**src/design/stable_insertion_priority_sorter_top_defines.svh**
```systemverilog
// ---------------------------------------------------------------------------
// Sorter assertion macros
// Shared check wrappers for the stable insertion priority sorter.
// ---------------------------------------------------------------------------
`ifndef STABLE_INSERTION_PRIORITY_SORTER_TOP_DEFINES_SVH
`define STABLE_INSERTION_PRIORITY_SORTER_TOP_DEFINES_SVH

// Same-cycle implication, sampled on the rising clock edge, idle in reset.
`define SIPS_ASSERT_NOW(label, ante, cons) \
    label: assert property (@(posedge i_clk) disable iff (!i_rst_n) \
        (ante) |-> (cons)) else $error("sorter check failed");

// Next-cycle implication, sampled on the rising clock edge, idle in reset.
`define SIPS_ASSERT_NEXT(label, ante, cons) \
    label: assert property (@(posedge i_clk) disable iff (!i_rst_n) \
        (ante) |=> (cons)) else $error("sorter check failed");

`endif

```
**src/design/sips_pkg.sv**
```systemverilog
// ---------------------------------------------------------------------------
// Sorter package
// Sizes and controller/datapath interface types for the priority sorter.
// ---------------------------------------------------------------------------
package sips_pkg;

    localparam int DEPTH     = 16;
    localparam int TAG_BITS  = 16;
    localparam int PRIO_BITS = 4;
    localparam int CNT_BITS  = $clog2(DEPTH + 1);

    // commands from the controller
    typedef struct packed {
        logic ins;    // insert the beat on the input ports
        logic drain;  // emit the head entry and shift the store down
    } t_cmd;

    // status back to the controller
    typedef struct packed {
        logic is_last;  // exactly one entry held
    } t_status;

endpackage

```
**src/design/sips_ctrl.sv**
```systemverilog
// ---------------------------------------------------------------------------
// Sorter controller
// Two-state sequencer: accept beats while idle, drain the store on set end.
// ---------------------------------------------------------------------------
module sips_ctrl
    import sips_pkg::*;
(
    input  logic    i_clk,
    input  logic    i_rst_n,
    input  logic    i_start,
    input  logic    i_set_end,
    input  t_status i_status,
    output t_cmd    o_cmd,
    output logic    o_busy
);

    localparam logic S_IDLE  = 1'b0;
    localparam logic S_DRAIN = 1'b1;

    logic r_state;
    logic n_state;

    always_comb begin
        n_state     = r_state;
        o_cmd.ins   = 1'b0;
        o_cmd.drain = 1'b0;
        case (r_state)
            S_IDLE: begin
                if (i_start) begin
                    o_cmd.ins = 1'b1;
                    if (i_set_end) begin
                        n_state = S_DRAIN;
                    end
                end
            end
            S_DRAIN: begin
                o_cmd.drain = 1'b1;
                if (i_status.is_last) begin
                    n_state = S_IDLE;
                end
            end
            default: begin
                n_state = S_IDLE;
            end
        endcase
    end

    always_ff @(posedge i_clk) begin
        if (!i_rst_n) begin
            r_state <= S_IDLE;
        end else begin
            r_state <= n_state;
        end
    end

    assign o_busy = (r_state != S_IDLE);

endmodule

```
**src/design/sips_dp.sv**
```systemverilog
// ---------------------------------------------------------------------------
// Sorter datapath
// Row of compare-and-shift cells holding the sorted store, plus result regs.
// ---------------------------------------------------------------------------
module sips_dp
    import sips_pkg::*;
(
    input  logic                 i_clk,
    input  logic                 i_rst_n,
    input  t_cmd                 i_cmd,
    input  logic [TAG_BITS-1:0]  i_packet_tag,
    input  logic [PRIO_BITS-1:0] i_packet_priority,
    output t_status              o_status,
    output logic                 o_valid,
    output logic [TAG_BITS-1:0]  o_out_tag,
    output logic [PRIO_BITS-1:0] o_out_priority,
    output logic                 o_out_last,
    output logic                 o_dropped_flag
);

    logic [TAG_BITS-1:0]  r_tag  [DEPTH];
    logic [PRIO_BITS-1:0] r_prio [DEPTH];
    logic [CNT_BITS-1:0]  r_count;
    logic                 r_ovf;
    logic                 r_valid;
    logic [TAG_BITS-1:0]  r_out_tag;
    logic [PRIO_BITS-1:0] r_out_prio;
    logic                 r_out_last;
    logic                 r_out_drop;

    logic [DEPTH-1:0]     w_gt;
    logic                 w_full;
    logic                 w_write;

    // an empty cell counts as greater, so w_gt is zeros then ones
    always_comb begin
        for (int i = 0; i < DEPTH; i++) begin
            w_gt[i] = (CNT_BITS'(i) >= r_count) || (r_prio[i] > i_packet_priority);
        end
    end

    assign w_full  = (r_count == CNT_BITS'(DEPTH));
    assign w_write = i_cmd.ins && !w_full;

    assign o_status.is_last = (r_count == CNT_BITS'(1));

    for (genvar g = 0; g < DEPTH; g++) begin : g_cell
        always_ff @(posedge i_clk) begin
            if (w_write && w_gt[g]) begin
                if (g == 0) begin
                    r_tag[g]  <= i_packet_tag;
                    r_prio[g] <= i_packet_priority;
                end else if (!w_gt[(g > 0) ? g - 1 : 0]) begin
                    r_tag[g]  <= i_packet_tag;
                    r_prio[g] <= i_packet_priority;
                end else begin
                    r_tag[g]  <= r_tag[(g > 0) ? g - 1 : 0];
                    r_prio[g] <= r_prio[(g > 0) ? g - 1 : 0];
                end
            end else if (i_cmd.drain && (g < DEPTH - 1)) begin
                r_tag[g]  <= r_tag[(g < DEPTH - 1) ? g + 1 : g];
                r_prio[g] <= r_prio[(g < DEPTH - 1) ? g + 1 : g];
            end
        end
    end

    always_ff @(posedge i_clk) begin
        if (!i_rst_n) begin
            r_count <= '0;
            r_ovf   <= 1'b0;
            r_valid <= 1'b0;
        end else begin
            r_valid <= i_cmd.drain;
            if (w_write) begin
                r_count <= r_count + CNT_BITS'(1);
            end else if (i_cmd.drain) begin
                r_count <= r_count - CNT_BITS'(1);
            end
            if (i_cmd.ins && w_full) begin
                r_ovf <= 1'b1;
            end else if (i_cmd.drain && o_status.is_last) begin
                r_ovf <= 1'b0;
            end
        end
    end

    always_ff @(posedge i_clk) begin
        if (i_cmd.drain) begin
            r_out_tag  <= r_tag[0];
            r_out_prio <= r_prio[0];
            r_out_last <= o_status.is_last;
            r_out_drop <= r_ovf;
        end
    end

    assign o_valid        = r_valid;
    assign o_out_tag      = r_out_tag;
    assign o_out_priority = r_out_prio;
    assign o_out_last     = r_out_last;
    assign o_dropped_flag = r_out_drop;

endmodule

```
**src/design/stable_insertion_priority_sorter_top.sv**
```systemverilog
// ---------------------------------------------------------------------------
// Stable insertion priority sorter
// Collects packets into a store sorted by ascending priority, ties kept in
// arrival order, and emits the whole sorted run when a set-end beat lands.
// ---------------------------------------------------------------------------
//
//  channel   handshake          payload
//  --------  -----------------  ------------------------------------------
//  input     start && !busy     i_packet_tag, i_packet_priority, i_set_end
//  result    o_valid (strobe)   o_out_tag, o_out_priority, o_out_last,
//                               o_dropped_flag
//
//  Each beat without set end is inserted directly by the compare-and-
//  shift cells, so beats may follow back to back while busy stays low.
//  A set-end beat is inserted, then busy stays high while the store
//  drains one entry a cycle until all entries held (1..DEPTH) are out;
//  results follow in the next cycle, one per cycle, on the registered output.
//  Synchronous active-low reset empties the store and clears the overflow.
//  The receiver cannot stall: every result is shown for one cycle only.
// ---------------------------------------------------------------------------
`include "stable_insertion_priority_sorter_top_defines.svh"

module stable_insertion_priority_sorter_top
    import sips_pkg::*;
(
    input  logic                 i_clk,
    input  logic                 i_rst_n,
    input  logic                 start,
    output logic                 busy,
    input  logic [TAG_BITS-1:0]  i_packet_tag,
    input  logic [PRIO_BITS-1:0] i_packet_priority,
    input  logic                 i_set_end,
    output logic                 o_valid,
    output logic [TAG_BITS-1:0]  o_out_tag,
    output logic [PRIO_BITS-1:0] o_out_priority,
    output logic                 o_out_last,
    output logic                 o_dropped_flag
);

    t_cmd    w_cmd;
    t_status w_status;

    // sequencer: decide insert or drain each cycle
    sips_ctrl u_ctrl (
        .i_clk     (i_clk),
        .i_rst_n   (i_rst_n),
        .i_start   (start),
        .i_set_end (i_set_end),
        .i_status  (w_status),
        .o_cmd     (w_cmd),
        .o_busy    (busy)
    );

    // store cells, fill count, overflow mark and result registers
    sips_dp u_dp (
        .i_clk             (i_clk),
        .i_rst_n           (i_rst_n),
        .i_cmd             (w_cmd),
        .i_packet_tag      (i_packet_tag),
        .i_packet_priority (i_packet_priority),
        .o_status          (w_status),
        .o_valid           (o_valid),
        .o_out_tag         (o_out_tag),
        .o_out_priority    (o_out_priority),
        .o_out_last        (o_out_last),
        .o_dropped_flag    (o_dropped_flag)
    );

    // a set-end beat always starts a drain
    `SIPS_ASSERT_NEXT(a_end_starts_drain, start && !busy && i_set_end, busy)
    // results of one run come in an unbroken stream
    `SIPS_ASSERT_NEXT(a_run_contiguous, o_valid && !o_out_last, o_valid)
    // the final result of a run is shown once the controller is idle again
    `SIPS_ASSERT_NOW(a_last_frees_input, o_valid && o_out_last, !busy)

endmodule
```
**config.mk**
```make
export PLATFORM = sky130hd
export DESIGN_NAME = stable_insertion_priority_sorter_top
export DESIGN_NICKNAME = d
export VERILOG_FILES = /design/src/design/sips_pkg.sv /design/src/design/sips_ctrl.sv /design/src/design/sips_dp.sv /design/src/design/stable_insertion_priority_sorter_top.sv
export VERILOG_INCLUDE_DIRS = /design/src /design/src/design
export SDC_FILE = /design/constraint.sdc
export NUM_CORES = 1
export LEC_CHECK = 0
export ABC_AREA = 1
export BUFFER_PORTS_ARGS = -buffer_cell sky130_fd_sc_hd__buf_4
export CAP_MARGIN = 20
export CORE_MARGIN = 5
export CORE_UTILIZATION = 58
export DETAILED_ROUTE_END_ITERATION = 16
export PLACE_DENSITY = 0.77
export SLEW_MARGIN = 15
export SYNTH_ARGS = -nofsm -noshare
export SYNTH_HDL_FRONTEND = slang
export SYNTH_SLANG_ARGS = --single-unit
export TNS_END_PERCENT = 50
```
**constraint.sdc**
```tcl
create_clock -name i_clk -period 3.62 [get_ports i_clk]
set_input_delay 0.543 -clock i_clk [delete_from_list [all_inputs] [get_ports i_clk]]
set_output_delay 0.543 -clock i_clk [all_outputs]
set_load 0.1 [all_outputs]
```
# == Word-level counts from Yosys, hierarchy flattened ==
# Memories as Yosys holds them, arrays and structs flattened.
# Cells that the tools add are included.
# word_totals
output_inout_bits,24
word_cells,339
mem_count,2
mem_bits_rw,320
in_bits,24
reg_bits,30
# classes
bitwise,61
n_eq_ne,2
muxes,194
n_addsub,2
magnitude_cmp,32
reduce_logical,38
# memory_table
name,depth,width,rd,rd_ports_with_merged_regs,wr,line_no,source
u_dp.r_tag,16,16,16,0,16,sips_dp.sv:21,logic [TAG_BITS-1:0] r_tag [DEPTH];
u_dp.r_prio,16,4,16,0,16,sips_dp.sv:22,logic [PRIO_BITS-1:0] r_prio [DEPTH];
# ops
cell,n
$mux 16,30
$mux 1,131
$mux 4,30
$gt 4x4->1,16
$or 1x1->1,60
$ge 4x5->1 const A,8
$ge 3x5->1 const A,4
$logic_and 1x1->1,19
$logic_or 1x1->1,16
$ge 1x5->1 const A,2
$ge 2x5->1 const A,2
$mux 5,2
$add 5x1->5 const B,1
$eq 5x1->1 const B,1
$eq 5x5->1 const B,1
$sub 5x1->5 const B,1
$reduce_bool 2->1,2
$pmux 1 s2,1
$logic_not 1->1,1
$not 1->1,1

# == Logic depth before layout (Yosys ltp) ==
# Gate-level depths: netlist (run 1).
# depth
depth_word,8
mapped_depth,15
mapped_depth_nobuf,13

# == Cells and area by module ==
# Synthesis (run 1) repeated with hierarchy kept, for this count alone.
# unflattened
hier_cells,2275
hier_area_um2,20453.4
# by_module_without_submodules
module,area_per_inst_um2,seq_area_each_um2,instances,cells_per_inst
sips_dp,20384.6,10410.0,1,2265
sips_ctrl,68.8,20.0,1,10

# == Worst setup path before layout (run 1) ==
# OpenSTA, ideal clock, no wires.
# synth_timing
path_type,register to register
from,"register u_ctrl.r_state, in the netlist u_ctrl.o_busy"
to,"memory u_dp.r_prio[6][0], in the netlist u_dp.r_prio[3][0] (enable)"
setup_time_ns,0.409
arrival_ns,3.189
required_ns,3.211
n_path_buf,2
stages_incl_launch_ff,5
synth_period_minus_slack_ns,3.599
setup_slack_ns,0.021
path_cell_list,dfxtp_1 > inv_2 > clkbuf_1 > buf_1 > a31oi_1
# synth_lines
element,line_no,source
start: declaration,sips_ctrl.sv:20,logic r_state;
start signal: assignment,sips_ctrl.sv:52,r_state <= n_state;
end: declaration,sips_dp.sv:22,

==> results.toml, run 1 <==
[min_path]
min_to = "u_dp.o_valid"
holdPathStages = 3
hold_class = "in -> reg"
hold_start = "i_rst_n"

[global_routing]
gr-total-overflow = 0
first_global_vias = 17200
grt_max_degree = 123
antenna_found_initial = 0
grt_use_total_pct = 24.6
grt_pass1_wl_um = 85800

[cts]
cts_tree = "yes"
post_cts_resized = 0
cts_root_buf = "clkbuf_16"
path_clk_slew_ps = 60
cts_sinks = 350
cts_setup_buffers = 0
cts_made_buffers = 40
cts.htree.levels = 2
clk_latency_ps = 540
cts_hold_buf = 0
clk_path_buf_depth = 3

[synth]
yosysTopAreaCell = "edfxtp_1"
syn_inst = 2723
ys_seq_area_share_pct = 48.8
synth_area_sq_um = 21400
synth.distinct_cells = 29
ys_ff_latch = 350
synth_nets = 2816
yosysWarningCount = 0
yosys-top-cells-area = "edfxtp_1, nand2_1, nand4_1"
syn_area_per_cell_sq_um = 7.85
synth_top_area_share_pct = 48.0

[worst_setup_path]
worstPathArrival_ps = 3240
r2r_end = "u_dp.r_tag[4][9]"
r2r_slack_ps = 670
reg2regPathDepth = 10
start_kind = "flop"
cp_max_fo = 66
worstSetupEndpointType = "flop"
r2r-start = "u_dp.r_count[1]"
crit_type = "reg -> reg"
required_ps = 3910

[timing]
rsz0062_at_grt = "no"
min_period_ps = 2950
fmax_mhz = 339
slew-limit-headroom_pct = 45.6
finalClockSkew_ps = 16.2
setup_violations = 0
worst_slack_ps = 667
tns_ps = 0
worst_slew_pin_slew_ps = 814
post-route-period-util_pct = 81.6
finalHoldViolations = 0
slew_viol_final = 0

[cells_and_area]
antenna-diode-count = 0
fin_area_sq_um = 23300
fillerInstances = 3059
final_util_pct = 63.7
drive_above_1_share_pct = 7.07
regArea_sq_um = 10400
layout.nets = 2765
syn_to_final_growth_pct = 8.75
multi_input_area_sq_um = 8740

[place]
gp_congestion = 0.850
place_area_sq_um = 22000
io_buffers = 47
dp_hpwl_um = 35200
preCtsSetupSlack_ps = 630

[die]
pin_count = 48
fp.dieH_um = 202
initial_utilization_pct = 58.6
rows = 70
die_area_sq_um = 40800
core_sq_um = 36500
die_x_um = 202

[flow_run]
drv_cap = 0

[route]
drt_iter0_drc = 1738
first_pass_iters = 5
via_per_inst = 5.67
drc = 0
ant_nets = 0
wl_per_cell_um = 16.2
drt-total-wl_um = 51400
route.vias.total = 18000

[run_status]
status = "complete, no violations"

[pwr]
p_per_area_nw_per_um2 = 628
ir_worst_vdd_uv = 424
power_mw = 14.6
p_leak_nw = 11.2
==> synthesized netlist by cell type (all sizes together) <==
library cell and count:
nor3 1, inv 344, xor2 2, a31oi 3
nor2 9, nand3 334, nand4 262, nand2 1050
a21oi 25, clkbuf 107, ha 69, edfxtp 342
o21ai 57, o21bai 4, o22ai 1, buf 104
and2 1, dfxtp 8
==> where the power goes <==
group	total, mW	switching [mW]	internal [mW]
clock	3.87	1.60	2.27
combinational	4.44	3.06	1.38
sequential	6.30	0.504	5.80
==> placed cells by master, fill, tap and decap left out, types with 2 or more instances in the layout <==
cell,Yosys,layout
nand2_1,1049,1049
edfxtp_1,342,342
inv_1,338,338
nand3_1,326,326
nand4_1,262,262
buf_4,21,112
ha_1,69,69
o21ai_0,51,51
clkbuf_16,0,41
a21oi_1,25,24
clkinv_1,0,13
nand3_2,8,8
clkbuf_1,107,8
dfxtp_1,8,7
nor2_1,6,6
o21ai_1,5,5
clkinv_2,0,5
buf_12,0,5
o21bai_1,4,4
inv_2,5,4
a31oi_2,0,3
bufinv_16,0,3
nor2_4,2,2
inv_8,0,2
xor2_1,2,2
==> cells by family (layout without fill, tap and decap cells) <==
kind of cell | count (synthesis) | after routing | synth area share [%]
xor gates and xnor gates | 2 | 2 | 0.0819
buffers and inverters | 555 | 532 | 10.5
and+or+nand+nor | 1657 | 1657 | 34.4
AOI/OAI and AO/OA | 90 | 90 | 2.23
DFF | 350 | 350 | 48.8
adders and majority gates | 69 | 69 | 4.04
==> flip-flops by register name, summed over array words and instances, names as in the netlist <==
name,count
u_ctrl.o_busy,1
u_dp.r_count,5
u_dp.r_prio,64
u_dp.o_dropped_flag,1
u_dp.o_out_priority,4
u_dp.r_ovf,1
u_dp.o_valid,1
u_dp.o_out_tag,16
u_dp.o_out_last,1
u_dp.r_tag,256
==> how the worst max path moves through the flow <==
stage | startpoint | to | cells past startpoint
2_1_floorplan | u_ctrl.o_busy | u_dp.r_prio[3][0] | 4
3_3_place_gp | i_packet_priority[1] | u_dp.r_prio[4][3] | 15
3_5_place_dp | i_packet_priority[1] | u_dp.r_tag[4][6] | 15
4_1_cts | u_dp.r_count[0] | u_dp.r_tag[4][9] | 10
5_1_grt | u_dp.r_count[1] | u_dp.r_tag[4][9] | 10
6_report | u_dp.r_count[1] | u_dp.r_tag[4][9] | 10
==> metrics by stage <==
stage | std cells | hold slack, ps
after detailed placement | 3097 | 424
after global routing | 3168 | 270
after CTS | 3167 | 235
final | 3168 | 259
after floorplan | 2723 | 409
after global placement | 3097 | 425
==> worst max-delay path: stages, from the launching register on <==
cell	delay (ps)
dfxtp_1	450
inv_1	170
ha_1	280
nand2_1	130
o21ai_4	120
inv_8	360
nand2_1	100
nand2_1	280
nand2_1	510
nand2_1	220
nand2_1	70
==> per-layer routing <==
metal | share of wire [%] | track usage, % | vias to the layer above
li1 | - | - | 8944
met1 | 43 | 34.3 | 8250
met2 | 48 | 40.3 | 691
met3 | 7.3 | 4.04 | 78
met4 | 2.1 | 7.01 | 0
met5 | 0 | 0 | -
==> final cells by class <==
cell class,count,share of cell area (%)
Clock buffer,49,4.54
Timing Repair Buffer,118,4.16
Multi-Input combinational cell,1818,37.6
Tap cell,468,2.52
Inverter,344,5.62
Clock inverter,21,0.705
Sequential cell,350,44.9
(Power assumes the default switching activity.)
==> run 2: changes to the inputs <==
- ABC_AREA: 1 -> 0
- CORE_UTILIZATION: 58 -> 57
- PLACE_DENSITY: 0.77 -> 0.76
- clock period: 3.62 -> 2.7 ns (I/O delays scaled with it)
==> run 2 against run 1 <==
- area after synthesis fell by 12%
- largest power group unchanged
- sequential power rose by 39%
- sequential share of layout area rose by 3.3 points
- synthesized cell count fell by 45%
- combinational power rose by 32%
- global-route usage rose by 1.2 points
- non-clock buffer count rose by 36
- highest routed layer unchanged
- clock skew rose by 2.4 ps
- routed wire length fell by 7.1%
- die area fell by 10%
- power rose by 33%
==> results.toml, run 2 <==
[cells_and_area]
syn_to_final_growth_pct = 15.2
final_common_cell = "edfxtp_1"
largest_register = "u_dp.r_tag"
largest_reg_flops = 256
final_cell_mix = "edfxtp_1, and2_1, a221o_1"
instances_no_fill = 2030
fillerInstances = 2412
antenna-diode-count = 0
drive_above_1_share_pct = 20.7
layout.nets = 1652

[worst_setup_path]
crit_slowest_cell = "edfxtp_1"
max_stage_delay_ps = 430
worstPathArrival_ps = 2910
required_ps = 2980
start_kind = "flop"
critPathMostFrequentCell = "mux2_2"
crit_buf_inv = 1
cp_max_fo = 21
worstSetupEndpointType = "flop"
crit_family = "compound AO/OA/AOI/OAI gates"
crit_chain = "ha_1 -> nand2_1 -> o21bai_1 -> o2bb2ai_1 -> a221oi_4 -> buf_12 -> mux2_2 -> mux2_2"
crit_type = "reg -> reg"

[die]
die_area_sq_um = 36800
rows = 66
die_x_um = 192
core_sq_um = 32500
fp.dieH_um = 192
pin_count = 48
initial_utilization_pct = 57.8

[cts]
clk_latency_ps = 530
clk_path_buf_depth = 3
cts_root_buf = "clkbuf_16"
path_clk_slew_ps = 60
cts_sinks = 350
cts_tree = "yes"
cts_made_buffers = 38
cts.htree.levels = 2

[synth]
syn_inst = 1493
synth_area_sq_um = 18800
synth.distinct_cells = 54
synth_top_area_share_pct = 54.6
yosys-top-cells-area = "edfxtp_1, a221o_1, and2_1"
synthFlopType = "edfxtp_1"
synth_nets = 1586
synth_common_cells = "edfxtp_1, and2_1, a221o_1"
ys_ff_latch = 350
yosysWarningCount = 0
synth_edf_count = 342
async_flop_share_pct = 0
yosysTopAreaCell = "edfxtp_1"
syn_area_per_cell_sq_um = 12.6
synth.most_common_cell = "edfxtp_1"
ys_seq_area_share_pct = 55.4

[pwr]
p_per_area_nw_per_um2 = 896
p_int_mw = 13.3
clkPwrFrac_pct = 24.7
switchingPower_mw = 6.14
p_leak_nw = 8.15
p_comb_share_pct = 30.1
p_seq_share_pct = 45.2
switching_share_pct = 31.6
ir_worst_vdd_uv = 535

[global_routing]
gr-total-overflow = 0
grt_use_total_pct = 25.9
antenna_found_initial = 0
grt_pass1_wl_um = 75800
first_global_vias = 13600
grt_max_degree = 195

[timing]
holdWs_ps = 93.7
finalHoldViolations = 0
rsz0062_at_grt = "yes"
slew_viol_final = 0
finalClockSkew_ps = 18.7
slew-limit-headroom_pct = 24.1
fmax_mhz = 380
worst_slew_pin_slew_ps = 1130
min_period_ps = 2630
post-route-period-util_pct = 97.4
setup_violations = 0

[route]
drc = 0
drt_iter0_drc = 1219
via_per_inst = 6.55
route.vias.total = 13300
wl_per_cell_um = 23.5
drt-total-wl_um = 47700
ant_nets = 0
first_pass_iters = 6

[place]
io_buffers = 47
numPlacedInstances = 1959
gp_congestion = 0.857
dp_hpwl_um = 32500

[flow_run]
drv_cap = 0

[run_status]
status = "complete, no violations"

[min_path]
hold_class = "in -> reg"
-- run 2: through the flow --
stage / power [mW] / area (sq um) / TNS, ps / worst slack [ps] / utilization [%]
6_report: 19.4 / 21700 / 0 / 70.2 / 66.7
5_1_grt: 20.3 / 21700 / -16.3 / -16.3 / 66.7
4_1_cts: 19.4 / 21600 / -20.9 / -20.9 / 66.5
3_5_place_dp: 14.6 / 20500 / -64520 / -351 / 63.0
3_3_place_gp: 14.3 / 20500 / -41510 / -286 / 63.0
2_1_floorplan: 12.3 / 18800 / -1850 / -78.0 / -
-- run 2: what timing repair did --
action / 4_1_cts / 5_1_grt
setup buffers: 0 / 0
endpoints found under the setup margin: 7 / 120
hold buffers: 0 / 0
resized for setup: 1 / 5
-- run 2: final cells by class --
type / instances / area (sq um) / area share, %
well taps: 442 / 553 / 2.55
clock buffers: 49 / 1010 / 4.67
repair buffers: 154 / 1620 / 7.47
flip-flops and latches: 350 / 10400 / 48.1
inverters: 25 / 101 / 0.467
clock inverters: 20 / 113 / 0.519
multi-input cells: 990 / 7850 / 36.2
-- run 2: per-layer routing --
metal / vias to the layer above / wire, um / global-route usage [%]
met5: - / 0 / 0
met4: 0 / 1460 / 8.07
met3: 83 / 2220 / 2.73
met2: 436 / 23700 / 43.1
met1: 6788 / 20400 / 36.0
li1: 5996 / - / -
-- run 2: power groups by stage --
stage / registers [mW] / logic (mW) / clock network, mW
finish: 8.77 / 5.86 / 4.80
global route: 8.88 / 6.36 / 5.08
CTS: 8.75 / 5.81 / 4.84
detailed placement: 8.82 / 5.74 / 0
global placement: 8.82 / 5.52 / 0
floorplan: 8.61 / 3.71 / 0
-- run 2: final timing paths --
kind	end	depth (start not counted)	from	slack [ps]
worst max register to register	u_dp.r_tag[0][18]	8	u_dp.r_prio[0][7]	70
worst min-delay path	u_dp.o_valid	2	i_rst_n	90
worst min register to register	u_dp.o_out_tag[1]	0	u_dp.r_tag[0][1]	450
worst max-delay path	u_dp.r_tag[0][18]	8	u_dp.r_prio[0][7]	70
-- run 2: cell families after synthesis --
family | share of synthesized area (%)
AOI/OAI and AO/OA | 17.6
xor gates and xnor gates | 0.140
adders and majority gates | 4.59
buffers and inverters | 3.33
DFF | 55.4
muxes | 5.80
and+or+nand+nor | 13.2
